## src/design/sparse_bit_set_decoder_macros.svh

```systemverilog
// assertion helpers, sampled on the rising clock and held off during reset
`ifndef SPARSE_BIT_SET_DECODER_MACROS_SVH
`define SPARSE_BIT_SET_DECODER_MACROS_SVH

// same-cycle implication
`define SBSD_ASSERT(label, ante, cons, msg) \
  label: assert property (@(posedge clk_i) disable iff (!rst_ni) (ante) |-> (cons)) \
    else $error(msg);

// next-cycle implication
`define SBSD_ASSERT_NEXT(label, ante, cons, msg) \
  label: assert property (@(posedge clk_i) disable iff (!rst_ni) (ante) |=> (cons)) \
    else $error(msg);

`endif

```

## src/design/sbsd_pkg.sv

```systemverilog
`default_nettype none

package sbsd_pkg;

  localparam int unsigned MAX_BYTES_DEF  = 1024;
  localparam int unsigned VALUE_BITS_DEF = 24;
  localparam int unsigned BITS_PER_BYTE  = 8;
  localparam int unsigned BIT_IDX_W      = $clog2(BITS_PER_BYTE);
  localparam int unsigned LEN_W          = 11;
  localparam int unsigned MEMBER_W       = 24;
  localparam int unsigned QUEUE_DEPTH    = 4;

  typedef enum logic [1:0] {
    KIND_MEMBER = 2'd0,
    KIND_DONE   = 2'd1,
    KIND_ERROR  = 2'd2
  } kind_e;

  typedef struct packed {
    logic [BITS_PER_BYTE-1:0] data_byte;
    logic [LEN_W-1:0]         message_length;
    logic                     first_byte;
  } item_t;

  typedef struct packed {
    kind_e               kind;
    logic [MEMBER_W-1:0] member_value;
    logic                last;
  } result_t;

  // classified byte as it travels from front to back
  typedef struct packed {
    logic [BITS_PER_BYTE-1:0] data_byte;
    logic [LEN_W-1:0]         message_length;
    logic                     first_byte;
    logic                     zero_len;
    logic                     too_long;
    logic                     multi_byte;
  } cmd_t;

  typedef struct packed {
    logic full;
    logic empty;
  } queue_status_t;

endpackage

`default_nettype wire

```

## src/design/sbsd_front.sv

```systemverilog
`default_nettype none

module sbsd_front
  import sbsd_pkg::*;
#(
  parameter int unsigned MAX_BYTES = MAX_BYTES_DEF
) (
  input  wire logic          clk_i,
  input  wire logic          rst_ni,
  input  wire logic          in_valid_i,
  output logic               in_stall_o,
  input  wire item_t         in_data_i,
  input  wire queue_status_t q_stat_i,
  output logic               q_push_o,
  output cmd_t               q_data_o
);

  logic fr_valid_q, fr_valid_d;
  cmd_t fr_q;
  logic accept;

  assign in_stall_o = fr_valid_q & q_stat_i.full;
  assign accept     = in_valid_i & ~in_stall_o;
  assign q_push_o   = fr_valid_q & ~q_stat_i.full;
  assign q_data_o   = fr_q;

  always_comb begin
    fr_valid_d = accept | (fr_valid_q & ~q_push_o);
  end

  always_ff @(posedge clk_i or negedge rst_ni) begin
    if (!rst_ni) begin
      fr_valid_q <= 1'b0;
    end else begin
      fr_valid_q <= fr_valid_d;
    end
  end

  // length checks are settled here so the back end only selects
  always_ff @(posedge clk_i) begin
    if (accept) begin
      fr_q.data_byte      <= in_data_i.data_byte;
      fr_q.message_length <= in_data_i.message_length;
      fr_q.first_byte     <= in_data_i.first_byte;
      fr_q.zero_len       <= (in_data_i.message_length == '0);
      fr_q.too_long       <= (32'(in_data_i.message_length) > MAX_BYTES);
      fr_q.multi_byte     <= (in_data_i.message_length > LEN_W'(1));
    end
  end

endmodule

`default_nettype wire

```

## config.mk

```make
export PLATFORM = sky130hd
export DESIGN_NAME = sbsd_front
export DESIGN_NICKNAME = d
export VERILOG_FILES = /design/src/design/sparse_bit_set_decoder_macros.svh /design/src/design/sbsd_pkg.sv /design/src/design/sbsd_front.sv
export SDC_FILE = /design/constraint.sdc
export NUM_CORES = 1
export LEC_CHECK = 0
export ABC_AREA = 1
export BUFFER_PORTS_ARGS = -buffer_cell sky130_fd_sc_hd__buf_2
export CAP_MARGIN = 20
export CORE_MARGIN = 4
export CORE_UTILIZATION = 44
export DETAILED_ROUTE_END_ITERATION = 8
export GPL_TIMING_DRIVEN = 0
export PLACE_DENSITY = 0.81
export SLEW_MARGIN = 20
export SYNTH_ARGS = -nofsm -noshare
export SYNTH_HDL_FRONTEND = slang
export SYNTH_SLANG_ARGS = --single-unit
```

## constraint.sdc

```tcl
create_clock -name clk_i -period 3.2 [get_ports clk_i]
set_input_delay 0.8 -clock clk_i [delete_from_list [all_inputs] [get_ports clk_i]]
set_output_delay 0.8 -clock clk_i [all_outputs]
set_load 0.1 [all_outputs]
```

==> out/qor.txt <==
pins over their slew limit = 0
Max Clock Skew = 0.00145 ns
top cells by count, synth = 23 x edfxtp_1, 9 x nor2_1, 6 x inv_1
CTS H-tree depth = 1
initial antenna violation count = 0
worst setup path end = in_stall_o
placed standard-cell area = 1110 sq um
worst endpoint required time = 2.40 ns
Die Area = 2640 sq um
number of nets in the synthesized netlist = 75
Synthesis Warnings = 0
fmax = 0.437 GHz
DRT antenna net count = 0
design internal power = 437 uW
cell types occupying the most area after synthesis = edfxtp_1 83%, nor2_1 4.1%, dfrtp_1 3.0%
core occupancy in the finished layout = 0.647
most used standard cell by instance count after synthesis = edfxtp_1
Avg WL per Cell = 12.5 um
Clk pin slew, worst setup/hold paths = 0.11 ns
reported leakage power = 0.503 nW
crit-path max FO = 2
final setup violation count = 0
share of async-settable or async-resettable flops after synthesis = 0.0417
crit share post-route = 0.716
share of cells above drive strength 1 = 0.544
Max Buffers Root-to-Sink = 2
hold buffers post-CTS = 0
overall overflow remaining after global route = 0
Yosys top cell by area = edfxtp_1
fraction of power consumed by combinational cells = 0.259
depth of the critical timing path with buffers and inverters included = 4
depth of the most critical reg-to-reg path = 4
Yosys top cell area share = 0.833
count of port buffers added during placement = 48
first-pass iteration count of the detailed router = 4
Detailed Route Iter0 Violations = 5
number of endpoints with negative hold slack in the final report = 0
maximum capacitance violations = 0
CTS Buf Count = 3
number of flip-flops and latches in the synthesized netlist = 24
slew at the pin closest to its max-slew limit = 0.551 ns
detailed-route via count = 575
largest net degree at the start of global routing = 14
number of enable-type register cells in the synthesized netlist = 23
layout overhead on the synthesized area = 37.6%
most frequent CP cell = buf_2
Worst R2R Start = fr_valid_q$_DFF_PN0_
pwr dens = 583 nW/um^2
source of the critical timing path = q_stat_i[1]
CP Data Arrival Time = 1.49 ns
part of the total power dissipated in sequential elements = 0.551
final net count = 129
worst reg-to-reg setup slack = 1.71 ns
post-route design area = 1140 sq um
half-perimeter wire length after placement = 1.35 mm
Startpoint Class = primary input
Tot GR Track Use = 0.119
RR Endpoint = q_data_o[12]$_DFFE_PP_
global-route wire length before repair = 2.30 mm
top_reg_cell synth = edfxtp_1
effective utilization at floorplan = 0.470
clock tree from TritonCTS = built
worst rel slew slack = 0.632
IO Count = 50
sequential fraction of the synthesis area = 0.863
Final Power = 666 uW
Unique masters post-synth = 9
Worst path top cell family by delay = buffers and inverters
root buffer selected by CTS = clkbuf_4
slowest CP cell = buf_2
remaining routing DRC violations = 0
RSZ-0062 raised after global routing = false
net switching power = 228 uW
Worst path max stage delay = 0.44 ns
aggregate negative setup slack = 0 ns
number of clock sinks seen by CTS = 24
capturing element type of the critical path = primary output
Placer Congestion = 0.775
Post-CTS Repair Setup Buffers = 0
netlist area before placement = 830 sq um
Switching Fraction = 0.343
total buffers and inverters traversed by the critical path = 3
status = complete, no violations
class of the tightest hold or removal check = primary input to asynchronous set/reset pin
total routed wirelength = 1.60 mm
clk_lat worst skew = 0.30 ns
quantity of gates resized following cts = 0
shortest period the worst path allows = 2.29 ns
std cell rows = 15
post-detailed-route via-to-cell ratio = 4.49
number of global-route vias before repair = 577
Die X = 51.4 um
per-instance average area after synthesis = 16.6 sq um
worst hold margin = 0.250 ns
clock network power share = 0.190
standard cell core area = 1760 sq um
diode insertion count for antenna repair = 0
chain of cells forming the critical path = buf_2 > nand2_1 > inv_1 > buf_2
Die H = 51.4 um
post-synthesis cell count = 50
maximum vdd drop = 0.266 mV
kind of critical path = primary input to primary output
worst min path at each step:
| stage | cells past startpoint | start | end |
|---|---|---|---|
| 4_1_cts | 1 | rst_ni | fr_valid_q$_DFF_PN0_ |
| 5_1_grt | 1 | rst_ni | fr_valid_q$_DFF_PN0_ |
| 2_1_floorplan | 2 | fr_valid_q$_DFF_PN0_ | fr_valid_q$_DFF_PN0_ |
| 3_5_place_dp | 2 | fr_valid_q$_DFF_PN0_ | fr_valid_q$_DFF_PN0_ |
| 6_report | 1 | rst_ni | fr_valid_q$_DFF_PN0_ |
| 3_3_place_gp | 2 | fr_valid_q$_DFF_PN0_ | fr_valid_q$_DFF_PN0_ |
flip-flops by register name (all words and copies together) (netlist names):
register    cells
q_data_o       23
fr_valid_q      1
routing by layer:
metal | global-route usage | vias to the layer above | wire (um)
li1 | - | 281 | -
met1 | 0.105 | 259 | 614
met3 | 0.0437 | 2 | 169
met4 | 0.0655 | 0 | 21
met5 | 0 | - | 0
met2 | 0.227 | 33 | 798
final cells by class:
cell class                 instances  area [sq um]
sequential                        24           716
tap                               25          31.3
timing repair buffer              49           251
fill                             147           623
inverter                           6          22.5
multi-input combinational         20          93.8
clock buffer                       4          26.3
cells by family after synthesis:
logic type / count (synthesis) / share of synthesized area
flip-flops: 24 / 0.863
AND/OR/NAND/NOR: 20 / 0.110
buffers and inverters: 6 / 0.0271
stage by stage:
stage / instances / worst slack [ns]
after floorplan: 50 / 0.347
after global placement: 123 / 0.545
after detailed placement: 124 / 0.922
after CTS: 128 / 0.923
after global routing: 128 / 0.917
final: 128 / 0.910
layout by cell type (no fill, tap or decap), types with 3 or more instances in the layout:
cell	instances
buf_2	48
clkbuf_4	3
edfxtp_1	23
inv_1	6
nand2_1	3
nand3_1	3
nor2_1	8
nor2_2	4
power by group through the flow:
stage          sequential, mW  clock (mW)  combinational (mW)
5_1_grt                 0.368       0.149               0.178
6_report                0.367       0.127               0.172
3_5_place_dp            0.374           0               0.173
2_1_floorplan           0.485           0              0.0255
4_1_cts                 0.367       0.130               0.173
3_3_place_gp            0.374           0               0.168
(Power assumes the default switching activity.)
