<file path="config.mk">
export PLATFORM = sky130hd
export DESIGN_NAME = sbsd_queue
export DESIGN_NICKNAME = d
export VERILOG_FILES = /design/src/design/sparse_bit_set_decoder_macros.svh /design/src/design/sbsd_pkg.sv /design/src/design/sbsd_queue.sv
export SDC_FILE = /design/constraint.sdc
export NUM_CORES = 1
export LEC_CHECK = 0
export ABC_AREA = 1
export BUFFER_PORTS_ARGS = -buffer_cell sky130_fd_sc_hd__buf_2
export CAP_MARGIN = 20
export CORE_ASPECT_RATIO = 1.25
export CORE_MARGIN = 5
export CORE_UTILIZATION = 30
export CTS_CLUSTER_DIAMETER = 100
export DETAILED_ROUTE_END_ITERATION = 6
export GPL_TIMING_DRIVEN = 1
export PLACE_DENSITY = 0.58
export SYNTH_ARGS = -nofsm -noshare
export SYNTH_HDL_FRONTEND = slang
export SYNTH_SLANG_ARGS = --single-unit
export TNS_END_PERCENT = 50
</file>
<file path="constraint.sdc">
create_clock -name clk_i -period 2.2 [get_ports clk_i]
set_clock_uncertainty 0.05 [all_clocks]
set_input_delay 0 -clock clk_i [delete_from_list [all_inputs] [get_ports clk_i]]
set_output_delay 0 -clock clk_i [all_outputs]
set_load 0.005 [all_outputs]
</file>
<file path="src/design/sparse_bit_set_decoder_macros.svh">
// assertion helpers, sampled on the rising clock and held off during reset
`ifndef SPARSE_BIT_SET_DECODER_MACROS_SVH
`define SPARSE_BIT_SET_DECODER_MACROS_SVH

// same-cycle implication
`define SBSD_ASSERT(label, ante, cons, msg) \
  label: assert property (@(posedge clk_i) disable iff (!rst_ni) (ante) |-> (cons)) \
    else $error(msg);

// next-cycle implication
`define SBSD_ASSERT_NEXT(label, ante, cons, msg) \
  label: assert property (@(posedge clk_i) disable iff (!rst_ni) (ante) |=> (cons)) \
    else $error(msg);

`endif

</file>
<file path="src/design/sbsd_pkg.sv">
`default_nettype none

package sbsd_pkg;

  localparam int unsigned MAX_BYTES_DEF  = 1024;
  localparam int unsigned VALUE_BITS_DEF = 24;
  localparam int unsigned BITS_PER_BYTE  = 8;
  localparam int unsigned BIT_IDX_W      = $clog2(BITS_PER_BYTE);
  localparam int unsigned LEN_W          = 11;
  localparam int unsigned MEMBER_W       = 24;
  localparam int unsigned QUEUE_DEPTH    = 4;

  typedef enum logic [1:0] {
    KIND_MEMBER = 2'd0,
    KIND_DONE   = 2'd1,
    KIND_ERROR  = 2'd2
  } kind_e;

  typedef struct packed {
    logic [BITS_PER_BYTE-1:0] data_byte;
    logic [LEN_W-1:0]         message_length;
    logic                     first_byte;
  } item_t;

  typedef struct packed {
    kind_e               kind;
    logic [MEMBER_W-1:0] member_value;
    logic                last;
  } result_t;

  // classified byte as it travels from front to back
  typedef struct packed {
    logic [BITS_PER_BYTE-1:0] data_byte;
    logic [LEN_W-1:0]         message_length;
    logic                     first_byte;
    logic                     zero_len;
    logic                     too_long;
    logic                     multi_byte;
  } cmd_t;

  typedef struct packed {
    logic full;
    logic empty;
  } queue_status_t;

endpackage

`default_nettype wire

</file>
<file path="src/design/sbsd_queue.sv">
`default_nettype none

module sbsd_queue
  import sbsd_pkg::*;
(
  input  wire logic    clk_i,
  input  wire logic    rst_ni,
  input  wire logic    push_i,
  input  wire cmd_t    data_i,
  input  wire logic    pop_i,
  output cmd_t         data_o,
  output queue_status_t stat_o
);

  localparam int unsigned PTR_W = $clog2(QUEUE_DEPTH);

  cmd_t             slot_q [QUEUE_DEPTH];
  logic [PTR_W-1:0] wr_q, wr_d, rd_q, rd_d;
  logic [PTR_W:0]   cnt_q, cnt_d;

  assign data_o       = slot_q[rd_q];
  assign stat_o.full  = (cnt_q == (PTR_W+1)'(QUEUE_DEPTH));
  assign stat_o.empty = (cnt_q == '0);

  always_comb begin
    wr_d  = push_i ? wr_q + PTR_W'(1) : wr_q;
    rd_d  = pop_i ? rd_q + PTR_W'(1) : rd_q;
    cnt_d = cnt_q + (PTR_W+1)'(push_i) - (PTR_W+1)'(pop_i);
  end

  always_ff @(posedge clk_i or negedge rst_ni) begin
    if (!rst_ni) begin
      wr_q  <= '0;
      rd_q  <= '0;
      cnt_q <= '0;
    end else begin
      wr_q  <= wr_d;
      rd_q  <= rd_d;
      cnt_q <= cnt_d;
    end
  end

  always_ff @(posedge clk_i) begin
    if (push_i) begin
      slot_q[wr_q] <= data_i;
    end
  end

endmodule

`default_nettype wire

</file>
==> impl_metrics.toml, run 1 <==
[yosys]
ys_types = 16
synth-seq-area-share = 0.690
ys_ff_latch = 99
ys_warn_count = 0
synth_area_leaders = "edfxtp_1, nand2_1, inv_1"
synth.avg_cell_area_um2 = 10.5
synth_top_area_share = 0.649
yosysTopAreaCell = "edfxtp_1"
synth_nets = 439
synthCells = 405
synth_area_um2 = 4260

[timing]
finalCritPeriodShare = 0.798
relSlewSlack = 0.649
tightest_slew_ns = 0.526
period_needed_ns = 1.76
tns_ns = 0
timing.final.ws_setup_ns = 0.445
hold_violations = 0
fmax_mhz = 570
slew_violations = 0
setup_viol = 0
rsz0062_at_grt = "false"

[final_layout]
drive_gt1_frac = 0.158
diodes = 0
layout.cells.non_filler = 669
fin_area_um2 = 5300
final_common_cell = "nand2_1"
area_growth_pct = 24.5
fin_util = 0.382
multi_input_area_um2 = 843
final_cell_mix = "nand2_1, inv_1, edfxtp_1"
nNetsFinal = 524
register_area_um2 = 2940
fill_cells = 1336

[cts]
cts_resized = 0
clock_latency_ns = 0.34
cts.sinks = 99
clk_path_buf_depth = 2
path_clk_slew_ns = 0.07
cts_tree = "built"
cts_buffers = 9
cts_htree_levels = 3
cts_root_buffer = "clkbuf_16"

[placed_design]
portBuffers = 51
place_hpwl_um = 5760
place_ws_ns = 0.594
place_area_um2 = 4770
gp_congestion = 0.742
dp_cells = 627

[floorplanning]
rows = 48
die_y_um = 143
die_w_um = 117
ioPinCount = 52
start_util = 0.307
coreArea_um2 = 13900
die_area_um2 = 16700

[grt]
grt-ovfl-total = 0
grt_max_degree = 49
grt_usage = 0.116
antenna_found_initial = 0
grt_pass1_wl_um = 14500
grt_pass1_vias = 2871

[pwr]
p_leak_uw = 0.00250
seq_power_share = 0.413
combPwrFrac = 0.359
powerDensity_nw_per_um2 = 1180
peakVddDrop_v = 0.000419
clkPwrFrac = 0.229
p_int_uw = 4070
swShare = 0.351
p_sw_uw = 2200

[setup_path]
cp-start-kind = "flip-flop"
crit_path_end_kind = "output port"
cp.required_ns = 2.15
worstPathMaxFanout = 14
cp.arrival_ns = 1.71
critPathKind = "flip-flop to output port"
timing.reg2reg.setup_slack_ns = 0.58
critPathSlowestCell = "dfrtp_1"
slowest_delay_ns = 0.37
cp_cell_sequence = "inv_1 -> buf_4 -> nand3_1 -> nand2_1 -> buf_2"

[drt]
initialDrtViolationCount = 181
via_per_inst = 4.16
wirelength_um = 8890
wl_per_cell_um = 13.3
postRouteAntennaNets = 0
drc = 0
vias = 2785
first_pass_iters = 4

[min_path]
hold_path.class = "input pin to flip-flop"

[job]
maxCapViolCount = 0

[status]
status = "finished, final reports clean"
==> cell families (layout without fill, tap and decap cells) <==
logic type / after synthesis / count (layout) / synth area share
compound gates: 1 / 1 / 0.00117
buf+inv: 120 / 209 / 0.112
xor+xnor: 3 / 3 / 0.00617
simple gates: 175 / 175 / 0.168
fa+ha+maj: 7 / 7 / 0.0223
flops: 99 / 99 / 0.690
==> per-stage QoR <==
stage | hold slack, ns | total power [µW]
2_1_floorplan | -0.346 | 3980
3_3_place_gp | -0.199 | 4860
3_5_place_dp | -0.197 | 4920
4_1_cts | 0.349 | 6400
5_1_grt | 0.361 | 6800
6_report | 0.357 | 6270
==> flip-flops by register name, summed over array words and instances (netlist names) <==
| register | cells |
|---|---|
| wr_q | 2 |
| cnt_q | 3 |
| slot_q | 92 |
| rd_q | 2 |
==> path summary, 6_finish.rpt <==
kind,to,start,depth (start not counted)
worst max-delay path,data_o[0],rd_q[1],5
worst max register to register,cnt_q[2],cnt_q[0],8
min in group asynchronous,wr_q[0],rst_ni,3
worst min-delay path,slot_q[1][18],data_i[18],2
max in group asynchronous,rd_q[0],rst_ni,3
worst min register to register,wr_q[0],wr_q[0],1
==> cell type report <==
| type | count | area share |
|---|---|---|
| Sequential cell | 99 | 0.554 |
| Tap cell | 175 | 0.0413 |
| Multi-Input combinational cell | 186 | 0.159 |
| Clock inverter | 6 | 0.00778 |
| Inverter | 106 | 0.0750 |
| Clock buffer | 9 | 0.0425 |
| Timing Repair Buffer | 88 | 0.120 |
==> Yosys cell counts, drive strengths merged <==
master / n
buf: 13
fa: 1
o21ai: 1
xor2: 3
ha: 6
nor3: 1
inv: 106
clkbuf: 1
edfxtp: 92
nor2: 1
nand2: 126
nand3: 47
dfrtp: 7
==> per-layer routing <==
| layer | vias to the layer above | routed length (µm) | GRT usage |
|---|---|---|---|
| met2 | 49 | 4450 | 0.197 |
| met1 | 1303 | 3930 | 0.141 |
| met3 | 12 | 347 | 0.0263 |
| li1 | 1421 | - | - |
| met4 | 0 | 165 | 0.0477 |
| met5 | - | 0 | 0 |
==> worst max-delay path: cells and delay by family, from the launching register on <==
| kind | cells | cell delay (ns) |
|---|---|---|
| buf+inv | 3 | 0.79 |
| flops | 1 | 0.37 |
| simple gates | 2 | 0.20 |
==> power by group through the flow <==
stage	clock [µW]	sequential, µW	combinational, µW
after CTS	1480	2590	2330
after floorplan	0	2620	1360
after global routing	1570	2620	2610
after global placement	0	2620	2240
after detailed placement	0	2630	2280
final	1430	2590	2250
==> timing repair <==
| item | in CTS | in global routing |
|---|---|---|
| setup buffers | 0 | 0 |
| hold buffers | 27 | 0 |
| endpoints found under the hold margin | 104 | 0 |
Power figures use the tool's default switching activity.
==> run 2, diff against run 1 <==
clock period = 1.8 ns   (was 2.2 ns; I/O delays follow)
==> run 2 against run 1 <==
  * Utilization grew 0.23 points
  * Combinational power grew 20%
  * Clock power grew 27%
  * Sequential share of layout area shrank 0.29 points
  * Clock-buffer cell count is the same
  * Flip-flop and latch count is the same
  * Final cell count grew 0.90%
  * Global-route usage shrank 0.23 points
  * Sequential power grew 26%
  * First-iteration DRC count shrank 21%
  * Largest power group unchanged
==> impl_metrics.toml, run 2 (synthesis gave the netlist of run 1 again) <==
[status]
status = "finished, final reports clean"

[job]
maxCapViolCount = 0

[timing]
tightest_slew_ns = 0.370
hold_violations = 0
rsz0062_at_grt = "false"
period_needed_ns = 1.65
tns_ns = 0
relSlewSlack = 0.752
setup_viol = 0
finalCritPeriodShare = 0.917
fmax_mhz = 606
slew_violations = 0

[floorplanning]
die_y_um = 143
start_util = 0.307
ioPinCount = 52
coreArea_um2 = 13900
rows = 48
die_area_um2 = 16700
die_w_um = 117

[min_path]
hold_path.class = "input pin to flip-flop"
hp-start = "data_i[15]"

[placed_design]
place_hpwl_um = 5860
gp_congestion = 0.717
portBuffers = 51

[grt]
antenna_found_initial = 0
grt-ovfl-total = 0
grt_usage = 0.114
grt_max_degree = 25
grt_pass1_vias = 2865
grt_pass1_wl_um = 14200

[pwr]
powerDensity_nw_per_um2 = 1460
p_leak_uw = 0.00252
peakVddDrop_v = 0.000565

[final_layout]
top_regs = "slot_q x92, cnt_q x3"
final_cell_mix = "nand2_1, inv_1, edfxtp_1"
nNetsFinal = 529
drive_gt1_frac = 0.168
area_growth_pct = 25.3
diodes = 0
final_common_cell = "nand2_1"
largest_reg_flops = 92
fin_util = 0.385
top_register = "slot_q"

[cts]
cts_htree_levels = 3
clock_latency_ns = 0.34
clk_path_buf_depth = 2
path_clk_slew_ns = 0.07
cts.sinks = 99
cts_root_buffer = "clkbuf_16"
cts_tree = "built"
cts_buffers = 9
post_cts_buffers = 0

[drt]
initialDrtViolationCount = 143
first_pass_iters = 6
wl_per_cell_um = 13.1
wirelength_um = 8870
vias = 2787
via_per_inst = 4.13
postRouteAntennaNets = 0
drc = 0

[setup_path]
reg2reg_from = "cnt_q[0]"
cp.arrival_ns = 1.60
critPathKind = "flip-flop to output port"
critPathLaunch = "rd_q[0]"
timing.reg2reg.setup_slack_ns = 0.17
worstPathMaxFanout = 22
cp-start-kind = "flip-flop"
crit_path_end_kind = "output port"
cp.required_ns = 1.75
==> run 2: cell types whose count changed in the layout (fill, tap and decap cells not counted), moves of 3 or more <==
cell / delta
clkinvlp_4: +3
buf_4: +6
buf_12: -3
clkinv_2: -3
==> run 2: per-layer routing <==
layer / share of wire / GRT usage
met5: 0 / 0
met2: 0.53 / 0.202
met4: 0.016 / 0.0465
met3: 0.052 / 0.0271
met1: 0.40 / 0.129
==> run 2: report_power, final <==
group	total [µW]	internal, µW	switching [µW]
registers	3260	3040	226
logic	2690	1040	1650
clock network	1810	955	855
total	7770	5030	2730
==> run 2: final cells by class <==
class	instances	area (µm²)
Multi-Input combinational cell	186	843
Sequential cell	99	2940
Fill cell	1333	8540
Inverter	106	398
Clock buffer	9	225
Clock inverter	7	60.1
Tap cell	175	219
Timing Repair Buffer	93	649
==> run 2: repair_timing <==
action,4_1_cts,5_1_grt
endpoints found under the setup margin,0,15
hold buffers,27,0
resized for setup,0,4
endpoints found under the hold margin,104,0
==> run 2: worst paths after layout <==
path	end	depth (start not counted)
max	data_o[3]	6
min	slot_q[2][15]	2
max reg2reg	cnt_q[2]	8
min reg2reg	wr_q[0]	1
max in group asynchronous	rd_q[0]	3
min in group asynchronous	rd_q[1]	3
==> run 2: per-stage QoR <==
stage | cell area, µm² | std cells | worst slack, ns | power, µW | hold WS (ns)
final | 5340 | 675 | 0.149 | 7770 | 0.355
after CTS | 5320 | 675 | 0.0534 | 7900 | 0.344
after global placement | 4770 | 632 | 0.242 | 5920 | -0.200
after global routing | 5340 | 675 | 0.0247 | 8370 | 0.359
after detailed placement | 4770 | 632 | 0.183 | 6020 | -0.195
after floorplan | 4260 | 405 | 0.241 | 4870 | -0.346
==> run 2: critical path, cell delays in order (launching register included) <==
cell and delay [ns]:
dfrtp_4 0.58, inv_2 0.11, buf_6 0.20, nand2_1 0.07
nand3_1 0.08, nand2_1 0.07, buf_2 0.13
==> run 3, diff against run 2 <==
ABC_AREA = default   (was 1)
==> run 3 against run 2 <==
  * Setup slack lost 0.087 ns
  * Fmax is 5.0% lower
  * Sequential share of layout area rose by 4.8 points
  * Synthesized cell count decreased by 62%
  * First-iteration DRC count decreased by 48%
  * Cell area down 8.0%
  * Critical path depth down 3
  * Clock power is 26% higher
  * Largest cell class unchanged
  * Highest routed layer unchanged
==> impl_metrics.toml, run 3 <==
[timing]
hold_violations = 0
finalCritPeriodShare = 0.966
period_needed_ns = 1.74
slew_violations = 0
tightest_slew_ns = 0.315
whs_ns = 0.357
relSlewSlack = 0.790
setup_viol = 0
fmax_mhz = 575

[cts]
clk_path_buf_depth = 2
cts.sinks = 99
clock_latency_ns = 0.33
cts_htree_levels = 3
path_clk_slew_ns = 0.07
cts_root_buffer = "clkbuf_16"
cts_tree = "built"
cts_buffers = 9

[setup_path]
worstPathMaxFanout = 12
cp.arrival_ns = 1.69
crit_path_end_kind = "output port"
critPathKind = "flip-flop to output port"
setup.worst_path.end = "data_o[1]"
critPathSlowestCell = "mux4_1"
cp.required_ns = 1.75
cp_cell_sequence = "buf_12 -> mux4_1 -> buf_2"
slowest_delay_ns = 0.55
ff2ff_path_depth = 6
cp-start-kind = "flip-flop"
critPathLaunch = "rd_q[0]"
timing.reg2reg.setup_slack_ns = 0.24
r2r-end = "cnt_q[2]"
reg2reg_from = "cnt_q[0]"

[final_layout]
top_regs = "slot_q x92, cnt_q x3"
layout.cells.non_filler = 418
largest_reg_flops = 92
fin_area_um2 = 4910
fill_cells = 1113
top_register = "slot_q"
final_common_cell = "edfxtp_1"
drive_gt1_frac = 0.390
diodes = 0
nNetsFinal = 283
final_cell_mix = "edfxtp_1, buf_2, dlygate4sd3_1"
area_growth_pct = 30.9
fin_util = 0.402

[grt]
grt_max_degree = 24
antenna_found_initial = 0
grt_pass1_vias = 1975
grt_usage = 0.0949
grt_pass1_wl_um = 10300
grt-ovfl-total = 0

[drt]
wl_per_cell_um = 15.8
drc = 0
postRouteAntennaNets = 0
wirelength_um = 6580
initialDrtViolationCount = 74
via_per_inst = 4.24
vias = 1773
first_pass_iters = 4

[placed_design]
place_area_um2 = 4250
place_hpwl_um = 4070
portBuffers = 51
gp_congestion = 0.632
dp_cells = 373

[floorplanning]
die_area_um2 = 14900
start_util = 0.307
ioPinCount = 52
die_w_um = 110
rows = 45
coreArea_um2 = 12200
die_y_um = 135

[yosys]
synth-seq-area-share = 0.783
ys_types = 17
synth.avg_cell_area_um2 = 24.2
synth_top_flop_cell = "edfxtp_1"
ys_warn_count = 0
synth_area_um2 = 3750
synth_nets = 189
synthTopCellsByCount = "edfxtp_1, mux4_2, dfrtp_1, ha_1, inv_1"
synthCells = 155
synth_edf_count = 92
synth_top_area_share = 0.736
synth.most_common_cell = "edfxtp_1"
ys_ff_latch = 99
synth_area_leaders = "edfxtp_1, mux4_2, dfrtp_1"
yosysTopAreaCell = "edfxtp_1"
async_reset_ff_frac = 0.0707

[status]
status = "finished, final reports clean"

[job]
maxCapViolCount = 0

[pwr]
fin_total_pwr_uw = 7590
peakVddDrop_v = 0.000752
powerDensity_nw_per_um2 = 1550
p_leak_uw = 0.00177

[min_path]
hold_path.class = "input pin to flip-flop"
run 3: routing by layer:
| layer | up-vias | share of wire | track usage |
|---|---|---|---|
| met1 | 902 | 0.44 | 0.119 |
| met4 | 0 | 0.019 | 0.0437 |
| li1 | 821 | - | - |
| met2 | 42 | 0.49 | 0.150 |
| met3 | 8 | 0.051 | 0.0282 |
| met5 | - | 0 | 0 |
run 3: report_power, final:
group	leakage, µW	internal [µW]	switching (µW)
combinational	0.000670	1150	971
clock	0.000173	1490	785
sequential	0.000926	3030	161
total	0.00177	5680	1920
run 3: how the worst min path moves through the flow:
stage | slack, ns | end | from | cells after the start
2_1_floorplan | -0.35 | cnt_q[0] | rst_ni | 0
3_3_place_gp | -0.21 | cnt_q[0] | rst_ni | 1
3_5_place_dp | -0.21 | cnt_q[0] | rst_ni | 1
4_1_cts | 0.34 | rd_q[0] | pop_i | 3
5_1_grt | 0.36 | rd_q[0] | pop_i | 3
6_report | 0.36 | rd_q[0] | pop_i | 3
run 3: cells by family after synthesis:
group / count (synthesis) / share of synthesized area
AO/OA/AOI/OAI: 1 / 0.00133
XOR/XNOR: 5 / 0.0117
adder cells (fa/ha/maj): 7 / 0.0253
buffers and inverters: 12 / 0.0237
flip-flops: 99 / 0.783
multiplexers: 23 / 0.143
AND/OR/NAND/NOR: 8 / 0.0117
run 3: timing repair:
item / in CTS / in global routing
endpoints found under the hold margin: 104 / 0
gates resized for setup: 3 / 0
cloned: 0 / 1
hold buffers: 27 / 0
setup buffers: 0 / 1
endpoints found under the setup margin: 3 / 6
run 3: stage by stage:
stage          setup TNS, ns  setup slack [ns]
2_1_floorplan              0             0.160
3_3_place_gp               0             0.296
3_5_place_dp               0             0.234
4_1_cts            -0.000966         -0.000966
5_1_grt             -0.00381          -0.00381
6_report                   0            0.0618
run 3: layout make-up:
| cell class | count | area (µm²) | area share |
|---|---|---|---|
| flip-flops and latches | 99 | 2940 | 0.599 |
| multi-input cells | 44 | 713 | 0.145 |
| repair buffers | 89 | 663 | 0.135 |
| clock buffers | 9 | 225 | 0.0459 |
| well taps | 164 | 205 | 0.0418 |
| clock inverters | 7 | 140 | 0.0285 |
| inverters | 6 | 22.5 | 0.00459 |
run 3: worst max-delay path: cells and delay by family (launching register included):
kind | cells | cell delay, ns
multiplexers | 1 | 0.55
flip-flops | 1 | 0.46
buffers and inverters | 2 | 0.33
